File: config.mk
export PLATFORM = sky130hd
export DESIGN_NAME = pdg_queue
export DESIGN_NICKNAME = d
export VERILOG_FILES = /design/src/hw/rtl/pdg_pkg.sv /design/src/hw/rtl/pdg_queue.sv
export SDC_FILE = /design/constraint.sdc
export NUM_CORES = 1
export LEC_CHECK = 0
export ABC_AREA = 1
export BUFFER_PORTS_ARGS = -buffer_cell sky130_fd_sc_hd__clkbuf_2
export CAP_MARGIN = 15
export CELL_PAD_IN_SITES_DETAIL_PLACEMENT = 0
export CELL_PAD_IN_SITES_GLOBAL_PLACEMENT = 1
export CORE_MARGIN = 4
export CORE_UTILIZATION = 45
export CTS_BUF_LIST = sky130_fd_sc_hd__clkbuf_4 sky130_fd_sc_hd__clkbuf_8
export DETAILED_ROUTE_END_ITERATION = 12
export HOLD_SLACK_MARGIN = 0.08
export PLACE_DENSITY_LB_ADDON = 0.1
export REMOVE_ABC_BUFFERS = 1
export SLEW_MARGIN = 40
export SYNTH_ARGS = -nofsm -noshare
export SYNTH_HDL_FRONTEND = slang
export SYNTH_SLANG_ARGS = --single-unit
File: constraint.sdc
create_clock -name i_clk -period 2.3 [get_ports i_clk]
set_input_delay 0.46 -clock i_clk [delete_from_list [all_inputs] [get_ports i_clk]]
set_output_delay 0.46 -clock i_clk [all_outputs]
set_load 0.005 [all_outputs]
File: src/hw/rtl/pdg_pkg.sv
// Shared constants, command and result types for the pyramid downsample block.
package pdg_pkg;

    localparam int MaxCoarseWidth  = 1024;
    localparam int MaxCoarseHeight = 1024;

    localparam int CxW      = $clog2(MaxCoarseWidth);
    localparam int CyW      = $clog2(MaxCoarseHeight);
    localparam int FineCntW = 11;
    localparam int FineWW   = 12;
    localparam int CoarseWW = 11;
    localparam int CfgIdxW  = 2;
    localparam int PixW     = 16;
    localparam int PairW    = 17;
    localparam int ValW     = 18;
    localparam int GradW    = 19;
    localparam int PosW     = 10;

    localparam int QueueDepth = 4;
    localparam int QPtrW      = $clog2(QueueDepth);
    localparam int OutDepth   = 8;
    localparam int OPtrW      = $clog2(OutDepth);

    localparam logic [CfgIdxW-1:0] CFG_FINE_WIDTH    = 2'd0;
    localparam logic [CfgIdxW-1:0] CFG_COARSE_WIDTH  = 2'd1;
    localparam logic [CfgIdxW-1:0] CFG_COARSE_HEIGHT = 2'd2;

    localparam logic [1:0] CMD_READ  = 2'd0;
    localparam logic [1:0] CMD_PAIR  = 2'd1;
    localparam logic [1:0] CMD_EVENT = 2'd2;

    typedef struct packed {
        logic [FineWW-1:0]   fine_width;
        logic [CoarseWW-1:0] width;
        logic [CoarseWW-1:0] height;
    } t_geom;

    typedef struct packed {
        logic [1:0]       kind;
        logic [CxW-1:0]   cx;
        logic [CxW-1:0]   left_idx;
        logic [CxW-1:0]   right_idx;
        logic [CyW-1:0]   cy;
        logic [PairW-1:0] pair;
        logic             emit_first;
        logic             emit_second;
        logic             grad_ok;
        logic             single_col;
    } t_cmd;

    typedef struct packed {
        logic [ValW-1:0]         value;
        logic signed [GradW-1:0] grad_h;
        logic signed [GradW-1:0] grad_v;
        logic                    grad_valid;
        logic [PosW-1:0]         column;
        logic [PosW-1:0]         row;
        logic                    last;
    } t_result;

endpackage

File: src/hw/rtl/pdg_queue.sv
// Short command queue between the front end and the back end.
module pdg_queue (
    input  logic          i_clk,
    input  logic          i_rst_n,
    input  logic          i_push,
    input  pdg_pkg::t_cmd i_cmd,
    output logic          o_ready,
    output logic          o_valid,
    output pdg_pkg::t_cmd o_cmd,
    input  logic          i_pop
);
    import pdg_pkg::*;

    t_cmd             r_mem [QueueDepth];
    logic [QPtrW-1:0] r_wptr, r_rptr;
    logic [QPtrW:0]   r_count;

    assign o_ready = (r_count != (QPtrW+1)'(QueueDepth));
    assign o_valid = (r_count != '0);
    assign o_cmd   = r_mem[r_rptr];

    always_ff @(posedge i_clk) begin
        if (i_push) begin
            r_mem[r_wptr] <= i_cmd;
        end
    end

    always_ff @(posedge i_clk) begin
        if (!i_rst_n) begin
            r_wptr  <= '0;
            r_rptr  <= '0;
            r_count <= '0;
        end else begin
            if (i_push) begin
                r_wptr <= r_wptr + 1'b1;
            end
            if (i_pop) begin
                r_rptr <= r_rptr + 1'b1;
            end
            case ({i_push, i_pop})
                2'b10:   r_count <= r_count + 1'b1;
                2'b01:   r_count <= r_count - 1'b1;
                default: r_count <= r_count;
            endcase
        end
    end

endmodule

==> reports/results.ini <==
[run_status]
status = completed

[timing]
slew_viol_final = 0
setup_violations = 0
rsz0062_at_grt = true
hold_slack_ps = 152.3
final-hold-violation-count = 0
period_minus_slack_ps = 2229
min_period_over_period_pct = 96.91
slew_headroom_pct = 69.82
fmax_ghz = 0.4487
worst_pin_slew_ps = 452.6
clock_skew_ps = 10.20

[global_route]
grt_use_met2_pct = 31.37
grt_pass1_vias = 6291
track_usage_pct = 18.58
grt_max_degree = 64
grt_pass1_wl_mm = 34.97
overflow = 0
met3_usage_pct = 4.564
antenna_found_initial = 1
grt.met1_usage_pct = 24.02
top_usage_layer = met2

[synthesis]
yosysUniqueCellTypes = 23
synthFlopType = edfxtp_1
yosys_warnings = 0
netlist_instances = 666
synth_commonest_cells = edfxtp_1, o21ai_0, nor2_1
synth-seq-cells = 261
ys_async_sr_fraction_pct = 0
synth_enable_flop_cells = 252
yosys-top-cells-area = edfxtp_1, o21ai_0, o22ai_2
syn_area_sq_um = 10020
synth_most_common_cell = edfxtp_1
yosysTopAreaCell = edfxtp_1
synth_top_area_share_pct = 75.49
synth.avg_cell_area_sq_um = 15.05
seq_area_frac_synth_pct = 77.28

[die]
rows = 54
ios = 132
start_util_pct = 45.79
die_y_um = 157.3
die-area_sq_um = 24730
fp.coreArea_sq_um = 21890
dieWidth_um = 157.3

[setup_path]
startpoint_type = flip-flop
critPathArrivalTime_ps = 1770
crit_type = reg -> out
cp_max_fo = 17
required_ps = 1840
worstSetupEndpointType = output pin

[routing]
drt_iter0_markers = 286
drc = 0
dr.pass1.iters = 6
routed_wl_mm = 23.96
via_count = 6158
vias_per_cell = 5.411
postRouteAntennaNets = 0
wire_per_inst_um = 21.06

[cells_and_area]
drive_gt1_share_pct = 33.92
area_growth_pct = 20.88
fin_nets = 901
final_core_util_pct = 55.36
diodes = 0

[place]
gp_congestion = 0.7117
io_buffers = 131
dpl.hpwl_mm = 11.61

[cts]
numCtsBuffers = 43
clkTransAtPathRegs_ps = 60
clk_path_buf_depth = 3
hold_buffers = 0
htree_num_levels = 2
clk_root_buffer_cell = clkbuf_8
cts_tree = done
cts_sinks = 261
clock_insertion_delay_worst_skew_ps = 520

[power_and_ir_drop]
leakage_nw = 4.332
p_per_area_nw_per_um2 = 848.7
vdd_drop_max_mv = 0.5557

[hold_path]
min_path_type = in -> reg

[run]
drv_cap = 0

## area by class of cell
type | instances | area (sq um)
Multi-Input combinational cell | 348 | 1971
Clock buffer | 60 | 732.0
Timing Repair Buffer | 154 | 1119
Tap cell | 280 | 350.3
Fill cell | 1819 | 9773
Sequential cell | 261 | 7755
Timing Repair inverter | 3 | 28.78
Clock inverter | 15 | 65.06
Inverter | 17 | 97.59
## worst max-delay path, cell delays in order, from the launching register on
cell and delay (ps):
dfxtp_4 380, buf_12 150, inv_16 120, buf_12 160, nor2_1 50, o22ai_1 220
clkbuf_2 160
## path summary, 6_finish.rpt
check	slack, ps	cells past startpoint	end	from
hold / removal	150	1	r_mem[1][60]	i_cmd[60]
setup reg to reg	830	5	r_mem[1][14]	r_wptr[1]
hold reg to reg	440	1	flip-flop	r_rptr[1]
setup / recovery	70	6	o_cmd[0]	flip-flop
## kinds of logic (layout without fill, tap and decap cells)
logic type,Yosys count,count (layout),share of synthesized area (%)
AND/OR/NAND/NOR,142,142,6.128
buffers and inverters,57,249,3.120
adder cells (fa/ha/maj),6,6,0.8238
flip-flops,261,261,77.28
AO/OA/AOI/OAI,200,200,12.64
## through the flow
stage / power [W] / setup TNS [ps] / instances / cell area [sq um] / worst slack [ps]
2_1_floorplan: 0.006056 / -89980 / 626 / 9788 / -1467
3_3_place_gp: 0.006532 / 0 / 1050 / 11000 / 409.2
3_5_place_dp: 0.006561 / 0 / 1050 / 11000 / 374.5
4_1_cts: 0.01040 / -110.6 / 1135 / 12050 / -50.10
5_1_grt: 0.01075 / -22.26 / 1138 / 12120 / -9.580
6_report: 0.01028 / 0 / 1138 / 12120 / 71.13
## state kept, by name, summed over array words and instances (netlist names), named ones only
signal / flops
r_count: 3
r_wptr: 2
r_rptr: 2
r_mem: 252
## placed cells by master (no fill, tap or decap)
cell,n
inv_6,2
inv_8,1
o21ai_0,108
inv_1,11
nand2_1,9
clkinv_1,10
edfxtp_1,252
dfxtp_1,7
buf_2,1
o22ai_2,31
buf_8,3
o22ai_1,32
clkbuf_4,15
nor2_1,99
clkinvlp_4,1
nand3_1,3
o21ai_1,24
clkinv_2,8
buf_16,6
clkbuf_8,45
nor2_2,30
nand4_1,1
ha_1,5
buf_12,9
a21oi_1,5
clkbuf_2,130
dfxtp_4,2
clkinv_8,1
buf_4,3
clkbuf_16,2
inv_16,1
fa_1,1
## power breakdown
group	switching [W]	total (W)	internal, W
sequential	0.0000531	0.00548	0.00543
clock	0.00166	0.00370	0.00204
combinational	0.000676	0.00110	0.000423
total	0.00239	0.0103	0.00790
## layer usage
metal  wire length [um]  up-vias  part of all wire, %
met5                 13        -                0.054
met4                456        2                  1.9
met3               1560       38                  6.5
met2              11700      199                   49
met1              10230     3079                   43
li1                   -     2840                    -
## repair_timing
item                                   4_1_cts  5_1_grt
pin swaps                                    0        2
gates cloned                                 6        3
resized for setup                           13       21
setup buffers                                4        1
setup endpoints to repair                   63       55
endpoints found under the hold margin        0        0
(Power assumes the default switching activity.)
