## src/hw/rtl/pdg_pkg.sv

```systemverilog
// Shared constants, command and result types for the pyramid downsample block.
package pdg_pkg;

    localparam int MaxCoarseWidth  = 1024;
    localparam int MaxCoarseHeight = 1024;

    localparam int CxW      = $clog2(MaxCoarseWidth);
    localparam int CyW      = $clog2(MaxCoarseHeight);
    localparam int FineCntW = 11;
    localparam int FineWW   = 12;
    localparam int CoarseWW = 11;
    localparam int CfgIdxW  = 2;
    localparam int PixW     = 16;
    localparam int PairW    = 17;
    localparam int ValW     = 18;
    localparam int GradW    = 19;
    localparam int PosW     = 10;

    localparam int QueueDepth = 4;
    localparam int QPtrW      = $clog2(QueueDepth);
    localparam int OutDepth   = 8;
    localparam int OPtrW      = $clog2(OutDepth);

    localparam logic [CfgIdxW-1:0] CFG_FINE_WIDTH    = 2'd0;
    localparam logic [CfgIdxW-1:0] CFG_COARSE_WIDTH  = 2'd1;
    localparam logic [CfgIdxW-1:0] CFG_COARSE_HEIGHT = 2'd2;

    localparam logic [1:0] CMD_READ  = 2'd0;
    localparam logic [1:0] CMD_PAIR  = 2'd1;
    localparam logic [1:0] CMD_EVENT = 2'd2;

    typedef struct packed {
        logic [FineWW-1:0]   fine_width;
        logic [CoarseWW-1:0] width;
        logic [CoarseWW-1:0] height;
    } t_geom;

    typedef struct packed {
        logic [1:0]       kind;
        logic [CxW-1:0]   cx;
        logic [CxW-1:0]   left_idx;
        logic [CxW-1:0]   right_idx;
        logic [CyW-1:0]   cy;
        logic [PairW-1:0] pair;
        logic             emit_first;
        logic             emit_second;
        logic             grad_ok;
        logic             single_col;
    } t_cmd;

    typedef struct packed {
        logic [ValW-1:0]         value;
        logic signed [GradW-1:0] grad_h;
        logic signed [GradW-1:0] grad_v;
        logic                    grad_valid;
        logic [PosW-1:0]         column;
        logic [PosW-1:0]         row;
        logic                    last;
    } t_result;

endpackage

```

## src/hw/rtl/pdg_front.sv

```systemverilog
// Front end: position counters, horizontal pair sum and command classification.
module pdg_front (
    input  logic                   i_clk,
    input  logic                   i_rst_n,
    input  pdg_pkg::t_geom         i_geom,
    input  logic                   i_valid,
    input  logic [pdg_pkg::PixW-1:0] i_pixel_value,
    input  logic                   i_frame_start,
    output logic                   o_ready,
    input  logic                   i_q_ready,
    output logic                   o_push,
    output pdg_pkg::t_cmd          o_cmd
);
    import pdg_pkg::*;

    logic [FineCntW-1:0] r_fcol, n_fcol, r_frow, n_frow, fx, fy;
    logic [PixW-1:0]     r_hsum;
    logic                accept, col_wrap, in_range;
    logic [CxW-1:0]      cx;
    logic [CyW-1:0]      cy;

    assign o_ready = i_q_ready;
    assign accept  = i_valid && i_q_ready;

    always_comb begin
        fx       = i_frame_start ? '0 : r_fcol;
        fy       = i_frame_start ? '0 : r_frow;
        col_wrap = (({1'b0, fx} + 12'd1) >= i_geom.fine_width) || (fx == '1);
        n_fcol   = col_wrap ? '0 : fx + 1'b1;
        n_frow   = col_wrap ? fy + 1'b1 : fy;
        in_range = ({1'b0, fx} < {i_geom.width, 1'b0}) &&
                   ({1'b0, fy} < {i_geom.height, 1'b0});
        cx       = CxW'(fx >> 1);
        cy       = CyW'(fy >> 1);
    end

    always_comb begin
        o_cmd.kind        = !fx[0] ? CMD_READ : (fy[0] ? CMD_EVENT : CMD_PAIR);
        o_cmd.cx          = cx;
        o_cmd.left_idx    = (cx == '0) ? CxW'(i_geom.width - 11'd1) : cx - 1'b1;
        o_cmd.right_idx   = ((12'(cx) + 12'd1) >= 12'(i_geom.width)) ? '0 : cx + 1'b1;
        o_cmd.cy          = cy;
        o_cmd.pair        = PairW'(r_hsum) + PairW'(i_pixel_value);
        o_cmd.emit_first  = (cy != '0);
        o_cmd.emit_second = ((12'(cy) + 12'd1) == 12'(i_geom.height));
        o_cmd.grad_ok     = (cy >= CyW'(2));
        o_cmd.single_col  = (i_geom.width == 11'd1);
    end

    assign o_push = accept && in_range && (fx[0] || fy[0]);

    always_ff @(posedge i_clk) begin
        if (!i_rst_n) begin
            r_fcol <= '0;
            r_frow <= '0;
            r_hsum <= '0;
        end else if (accept) begin
            r_fcol <= n_fcol;
            r_frow <= n_frow;
            if (in_range && !fx[0]) begin
                r_hsum <= i_pixel_value;
            end
        end
    end

endmodule

```

## config.mk

```make
export PLATFORM = sky130hd
export DESIGN_NAME = pdg_front
export DESIGN_NICKNAME = d
export VERILOG_FILES = /design/src/hw/rtl/pdg_pkg.sv /design/src/hw/rtl/pdg_front.sv
export SDC_FILE = /design/constraint.sdc
export NUM_CORES = 1
export LEC_CHECK = 0
export BUFFER_PORTS_ARGS = -buffer_cell sky130_fd_sc_hd__buf_2
export CORE_MARGIN = 4
export CORE_UTILIZATION = 55
export DETAILED_ROUTE_END_ITERATION = 16
export PLACE_DENSITY_LB_ADDON = 0.08
export SETUP_SLACK_MARGIN = 0.02
export SLEW_MARGIN = 20
export SYNTH_ARGS = -nofsm -noshare
export SYNTH_HDL_FRONTEND = slang
export SYNTH_SLANG_ARGS = --single-unit
```

## constraint.sdc

```tcl
create_clock -name i_clk -period 4.67 [get_ports i_clk]
set_clock_uncertainty 0.15 [all_clocks]
set_input_delay 0.467 -clock i_clk [delete_from_list [all_inputs] [get_ports i_clk]]
set_output_delay 0.467 -clock i_clk [all_outputs]
set_load 0.1 [all_outputs]
```

==> results of run 1 <==
## Yosys cell counts (4+ instances only)
cell,count
dfxtp_1,38
a21boi_0,9
clkbuf_1,16
o211ai_1,7
nor4_1,9
a211oi_1,5
o21ai_0,23
nand2b_1,8
a21o_1,13
or3_1,6
nand4_1,13
xor2_1,17
a21oi_1,48
nor2b_1,17
mux2i_1,22
and2_1,4
nand2_1,92
buf_2,10
inv_1,55
xnor2_1,24
nor3_1,7
nand3_1,38
o21a_1,4
ha_1,64
nor2_1,28
## final cells by class
cell class	instances	area share (%)
clock buffers	6	1.47
clock inverters	2	1.07
inverters	56	3.74
multi-input cells	520	65.8
flip-flops and latches	38	13.5
well taps	105	2.34
repair buffers	127	12.0
## kinds of logic (layout without fill, tap and decap cells)
| family | after synthesis | after routing | share of synthesized area [%] |
|---|---|---|---|
| xor+xnor | 41 | 41 | 7.55 |
| simple gates | 249 | 249 | 27.0 |
| flops | 38 | 38 | 16.0 |
| compound gates | 143 | 143 | 20.0 |
| mux | 22 | 22 | 4.63 |
| buf+inv | 88 | 191 | 7.55 |
| fa+ha+maj | 65 | 65 | 17.2 |
## tightest hold or removal path: cells and delay by family
family	cells	cell delay, ps
muxes	1	60
buffers and inverters	1	100
and+or+nand+nor	1	50
## sequential cells by signal, indices dropped and copies added, names as in the netlist
name    cells
r_frow     11
r_fcol     11
r_hsum     16
## power groups by stage
stage	registers [mW]	clock network, mW	logic, mW
3_3_place_gp	0.344	0	0.468
3_5_place_dp	0.345	0	0.474
4_1_cts	0.337	0.358	0.476
6_report	0.337	0.355	0.476
2_1_floorplan	0.343	0	0.382
5_1_grt	0.338	0.372	0.505
## final timing paths
path               end  cells past startpoint  slack, ps
max          o_cmd[37]                     11        390
min          r_hsum[5]                      3        280
max reg2reg  r_fcol[9]                     14        810
min reg2reg  r_hsum[0]                      2        320
## placed cells by master (no fill, tap or decap), types with 24 or more instances in the layout
| master | count |
|---|---|
| buf_2 | 117 |
| nand2_1 | 92 |
| ha_1 | 64 |
| inv_1 | 55 |
| a21oi_1 | 45 |
| nand3_1 | 38 |
| dfxtp_1 | 38 |
| nor2_1 | 28 |
| xnor2_1 | 24 |
## per-layer routing
metal	part of all wire [%]	GRT usage [%]	wire length, um	vias up
li1	-	-	-	2495
met1	40	32.7	5500	2313
met2	50	47.0	6840	184
met3	7.0	3.67	956	25
met4	2.2	8.79	294	0
met5	0	0	0	-
==> metrics.yaml, run 1 <==
synth:
  synth_cells: 646
  synthTopCellsByArea: "ha_1, dfxtp_1, nand2_1"
  synth_top_cell_area_share_pct: 16.8
  yosysWarnings: 0
  synth_edf_count: 0
  synth_top_cell_by_area: "ha_1"
  syn-num-nets: 766
  synth.distinct_cells: 70
  syn_area_per_cell_um2: 7.37
  syn_area_um2: 4760
  synth-seq-area-share_pct: 16.0
  ys_ff_latch: 38
  synthArstFlopShare_pct: 0
  synth-main-ff-cell: "dfxtp_1"
final_layout:
  seq_area_um2: 761
  area_delta_synth_final_pct: 18.0
  multi_input_area_um2: 3700
  num-fill-cells: 751
  diodes: 0
  drive_gt1_share_pct: 21.2
  final_area_um2: 5620
  stdcell_count: 854
  post-route-util_pct: 67.7
  nNetsFinal: 868
sta:
  drv_slew: 0
  fin_crit_sh_pct: 91.7
  worst_pin_slew_ps: 753
  hold-worst-slack_ps: 275
  fmax_mhz: 234
  maxSlewHeadroom_pct: 49.8
  setup_viol: 0
  fin_ws_ps: 387
  min_period_ps: 4280
  rsz0062_at_grt: "false"
  tns_ps: 0
  final-hold-violation-count: 0
place:
  placed_cells: 846
  portBuffers: 119
  place_ws_ps: 503
  dp_hpwl_um: 11000
  place_area_um2: 5470
  gp_congestion: 0.936
setup_path:
  crit_slowest_cell: "dfxtp_1"
  crit_chain: "nand2b_1 -> nor3_1 -> nand2_1 -> o21ai_0 -> ha_1 -> a211oi_1 -> nand2_1 -> a211oi_1 -> o21ai_1 -> a21boi_1 -> buf_2"
  rr_startpoint: "r_fcol[1]"
  worstPathRequired_ps: 4050
  critPathMaxFanout: 10
  critPathCaptureType: "output port"
  cp_top_family: "compound AO/OA/AOI/OAI gates"
  critPathLaunchType: "flop"
  slowest_delay_ps: 480
  arrival_ps: 3670
  crit_buf_inv: 1
  crit_type: "reg -> out"
  crit_start: "r_fcol[7]"
grt:
  grt_start_max_net_pins: 45
  antenna_found_initial: 0
  grt_pass1_wl_um: 22300
  grt_usage_pct: 26.5
  grt_overflow: 0
  grt_pass1_vias: 4883
pwr:
  peakVddDrop_v: 0.0000963
  powerDensity_nw_per_um2: 208
  switching_power_uw: 498
  p_leak_nw: 2.76
  p_int_uw: 670
  seq_power_share_pct: 28.9
  combPwrFrac_pct: 40.7
  totalPowerFinal_mw: 1.17
  clockPowerShare_pct: 30.4
  swShare_pct: 42.7
clocking:
  cts_buffer_depth: 2
  post_cts_buffers: 0
  postCtsResizedCells: 0
  cts_hold_buf: 0
  clk_pin_slew_ps: 80
  h-tree-depth: 2
  cts_tree: "done"
  numCtsBuffers: 5
  worstSkewPairLatency_ps: 290
  root_buffer: "clkbuf_8"
  cts.sinks: 38
floorplan:
  design.die.area_um2: 10200
  coreArea_um2: 8300
  rows: 33
  boundaryPins: 120
  start_util_pct: 57.3
  die_h_um: 101
  die_w_um: 101
detailed_routing:
  wl_per_cell_um: 15.9
  initialDrtViolationCount: 203
  drt_pass1_iterations: 5
  routed_wirelength_um: 13600
  vias: 5017
  drc: 0
  vias_per_cell: 5.87
  antenna_left: 0
job:
  cap_violations: 0
hold_path:
  hold_class: "in -> reg"
  worstHoldStart: "i_pixel_value[5]"
outcome:
  outcome: "completed"
Note: power is estimated with default switching activity, not from simulation.
==> inputs of run 2 (changes only) <==
ABC_AREA = 1   (was default)
CORE_UTILIZATION = 56   (was 55)
==> run 2 against run 1 <==
Die area is 1.7% higher. Sequential share of layout area fell by 0.95 points. Via count increased by 13%. Clock power decreased by 19%. Non-clock buffer count fell by 1. Area after synthesis rose by 3.7%. Sequential power is essentially flat. Count of clock-buffer cells in the layout did not move. Cell area grew 7.5%. Global-route usage up 1.2 points. Sequential cell count is the same. Critical path type is now in -> out.
==> metrics.yaml, run 2 <==
outcome:
  outcome: "completed"
place:
  portBuffers: 119  # unchanged
  place_area_um2: 5930  # +8.3%
  gp_congestion: 0.940  # +0.43%
  dp_hpwl_um: 11800  # +7.1%
synth:
  syn-num-nets: 951  # +24%
  synth_cells: 831  # +29%
  synth_top_cell_by_area: "nand2_1"
  synthArstFlopShare_pct: 0  # unchanged
  synth.distinct_cells: 36  # -49%
  yosysMostFrequentCell: "nand2_1"
  synth-main-ff-cell: "dfxtp_1"
  synth_top_cell_area_share_pct: 17.4  # +0.60 points
  synth_common_cells: "nand2_1, inv_1, nor2_1"
  syn_area_um2: 4930  # +3.7%
  syn_area_per_cell_um2: 5.94  # -19%
  synth_edf_count: 0  # unchanged
  synth-seq-area-share_pct: 15.4  # -0.56 points
  ys_ff_latch: 38  # unchanged
  synthTopCellsByArea: "nand2_1, ha_1, dfxtp_1"
  yosysWarnings: 0  # unchanged
grt:
  antenna_found_initial: 0  # unchanged
  grt_pass1_wl_um: 23900  # +7.0%
  grt_start_max_net_pins: 27  # -40%
  grt_pass1_vias: 5327  # +9.1%
  grt_overflow: 0  # unchanged
  grt_usage_pct: 27.7  # +1.2 points
setup_path:
  rr_startpoint: "r_fcol[1]"
  worstPathRequired_ps: 4050  # about the same
  critPathLaunchType: "input port"
  reg2reg_slack_ps: 930  # +120 ps
  critPathCaptureType: "output port"
  cpMostUsedCell: "inv_1"
  r2r_end: "r_fcol[6]"
  reg2reg_depth: 19  # +5
  crit_chain: "buf_2 -> nor2_4 -> nand2_1 -> nor2_1 -> inv_1 -> nor2_1 -> inv_1 -> nor2_2 -> inv_1 -> o21ai_0 -> nand2_1 -> inv_1 -> ha_1 -> a21oi_1 -> o21ai_0 -> nand2_1 -> nand4_1 -> buf_4 -> nor3_4 -> buf_12"
  slowest_delay_ps: 250  # -230 ps
  crit_type: "in -> out"
  critPathMaxFanout: 12  # +2
  crit_slowest_cell: "nor2_2"
  arrival_ps: 3740  # +70 ps
  crit_buf_inv: 7  # +6
  cp_top_family: "simple AND/OR/NAND/NOR gates"
final_layout:
  reg.largest.list: "r_hsum: 16 flops, r_fcol: 11 flops, r_frow: 11 flops"
  final_area_um2: 6040  # +7.5%
  max_flop_register: "r_hsum"
  drive_gt1_share_pct: 18.9  # -2.4 points
  area_delta_synth_final_pct: 22.4
  nNetsFinal: 1069  # +23%
  final_common_cell: "nand2_1"
  final_cell_mix: "nand2_1, inv_1, buf_2"
  num-fill-cells: 731  # -2.7%
  diodes: 0  # unchanged
  largest_register_ff_count: 16  # unchanged
hold_path:
  whs_path_depth: 2  # -1
  hold_class: "reg -> reg"
  worstHoldStart: "r_hsum[10]"
  min_to: "r_hsum[10]"
sta:
  min_period_ps: 4360  # +76.8 ps
  maxSlewHeadroom_pct: 49.0  # -0.80 points
  fin_crit_sh_pct: 93.3  # +1.6 points
  final-hold-violation-count: 0  # unchanged
  worst_pin_slew_ps: 763  # +10.1 ps
  rsz0062_at_grt: "false"
  fmax_mhz: 229  # -1.8%
  setup_viol: 0  # unchanged
  drv_slew: 0  # unchanged
detailed_routing:
  vias: 5688  # +13%
  drc: 0  # unchanged
  wl_per_cell_um: 13.4  # -16%
  drt_pass1_iterations: 5  # unchanged
  vias_per_cell: 5.40  # -8.1%
  routed_wirelength_um: 14100  # +3.8%
  antenna_left: 0  # unchanged
  initialDrtViolationCount: 318  # +57%
floorplan:
  die_w_um: 102  # +0.83%
  design.die.area_um2: 10400  # +1.7%
  coreArea_um2: 8380  # +1.0%
  die_h_um: 102  # +0.83%
  rows: 33  # unchanged
  boundaryPins: 120  # unchanged
  start_util_pct: 58.8  # +1.5 points
clocking:
  cts_buffer_depth: 2  # unchanged
  clk_pin_slew_ps: 70  # about the same
  root_buffer: "clkbuf_8"
  cts_tree: "done"
  numCtsBuffers: 5  # unchanged
  postCtsResizedCells: 0  # unchanged
  cts_hold_buf: 0  # unchanged
  cts.sinks: 38  # unchanged
  h-tree-depth: 2  # unchanged
  post_cts_buffers: 0  # unchanged
  worstSkewPairLatency_ps: 290  # about the same
pwr:
  powerDensity_nw_per_um2: 196  # -5.8%
  peakVddDrop_v: 0.000221  # +130%
  totalPowerFinal_mw: 1.18  # +1.3%
  p_leak_nw: 3.33  # +20%
job:
  cap_violations: 0  # unchanged
## run 2: changes by cell type after synthesis, sizes merged, moves of 13 or more
cell	change
mux2i	-22
nor2	+99
nand4	+21
inv	+76
xor2	+17
nor2b	-17
xnor2	-18
nand2	+140
a21o	-13
## run 2: worst reg2reg max path, stage by stage (launching register included)
cell,delay [ps]
dfxtp_1,340
inv_1,90
nor2_4,180
nand2_1,110
nor2_1,220
inv_1,110
nor2_1,170
inv_1,90
nor2_2,250
a21oi_1,170
ha_1,320
a21oi_1,150
o21a_1,130
nand2_1,50
nand2_1,220
nand2_1,310
nor2_1,170
buf_4,200
nand2_1,90
a21oi_1,150
## run 2: final cells by class
type	count	area [um^2]	area share [%]
multi-input combinational	643	3730	61.7
timing repair buffer	126	798	13.2
sequential	38	761	12.6
inverter	135	507	8.39
tap	105	131	2.18
clock buffer	6	82.6	1.37
clock inverter	1	30.0	0.497
## run 2: kinds of logic after synthesis
family          after synthesis  share of synthesized area, %
buf+inv                     150                          12.2
compound gates               84                          9.08
fa+ha+maj                    65                          16.6
simple gates                454                          39.6
flops                        38                          15.4
xor+xnor                     40                          7.10
## run 2: worst max path at each step
stage | cells past startpoint | endpoint | slack, ps | start
floorplan | 14 | o_cmd[36] | -310 | i_frame_start
global placement | 20 | o_cmd[35] | 530 | i_frame_start
detailed placement | 20 | o_cmd[35] | 400 | i_frame_start
CTS | 20 | o_cmd[35] | 380 | i_frame_start
global route | 20 | o_cmd[35] | 50 | i_frame_start
finish | 20 | o_cmd[35] | 310 | i_frame_start
## run 2: layer usage
layer	track usage (%)	vias to the layer above	share of wire, %
li1	-	2884	-
met3	4.64	21	7.4
met4	4.94	0	1.2
met5	0	-	0
met2	49.0	202	48
met1	36.0	2581	43
## run 2: where the power goes
part | leakage (nW) | switching, mW | internal [mW]
clock | 0.0573 | 0.116 | 0.171
sequential | 0.309 | 0.00631 | 0.334
combinational | 2.96 | 0.439 | 0.117
total | 3.33 | 0.561 | 0.622
## run 2: metrics by stage
stage	setup slack [ps]	utilization, %	hold WS (ps)	cells	TNS, ps
CTS	380	72.0	331	1054	0
floorplan	-314	-	293	831	-1530
global placement	526	70.7	304	1047	0
finish	311	72.0	326	1054	0
detailed placement	395	70.7	313	1047	0
global route	47.6	72.0	351	1054	0
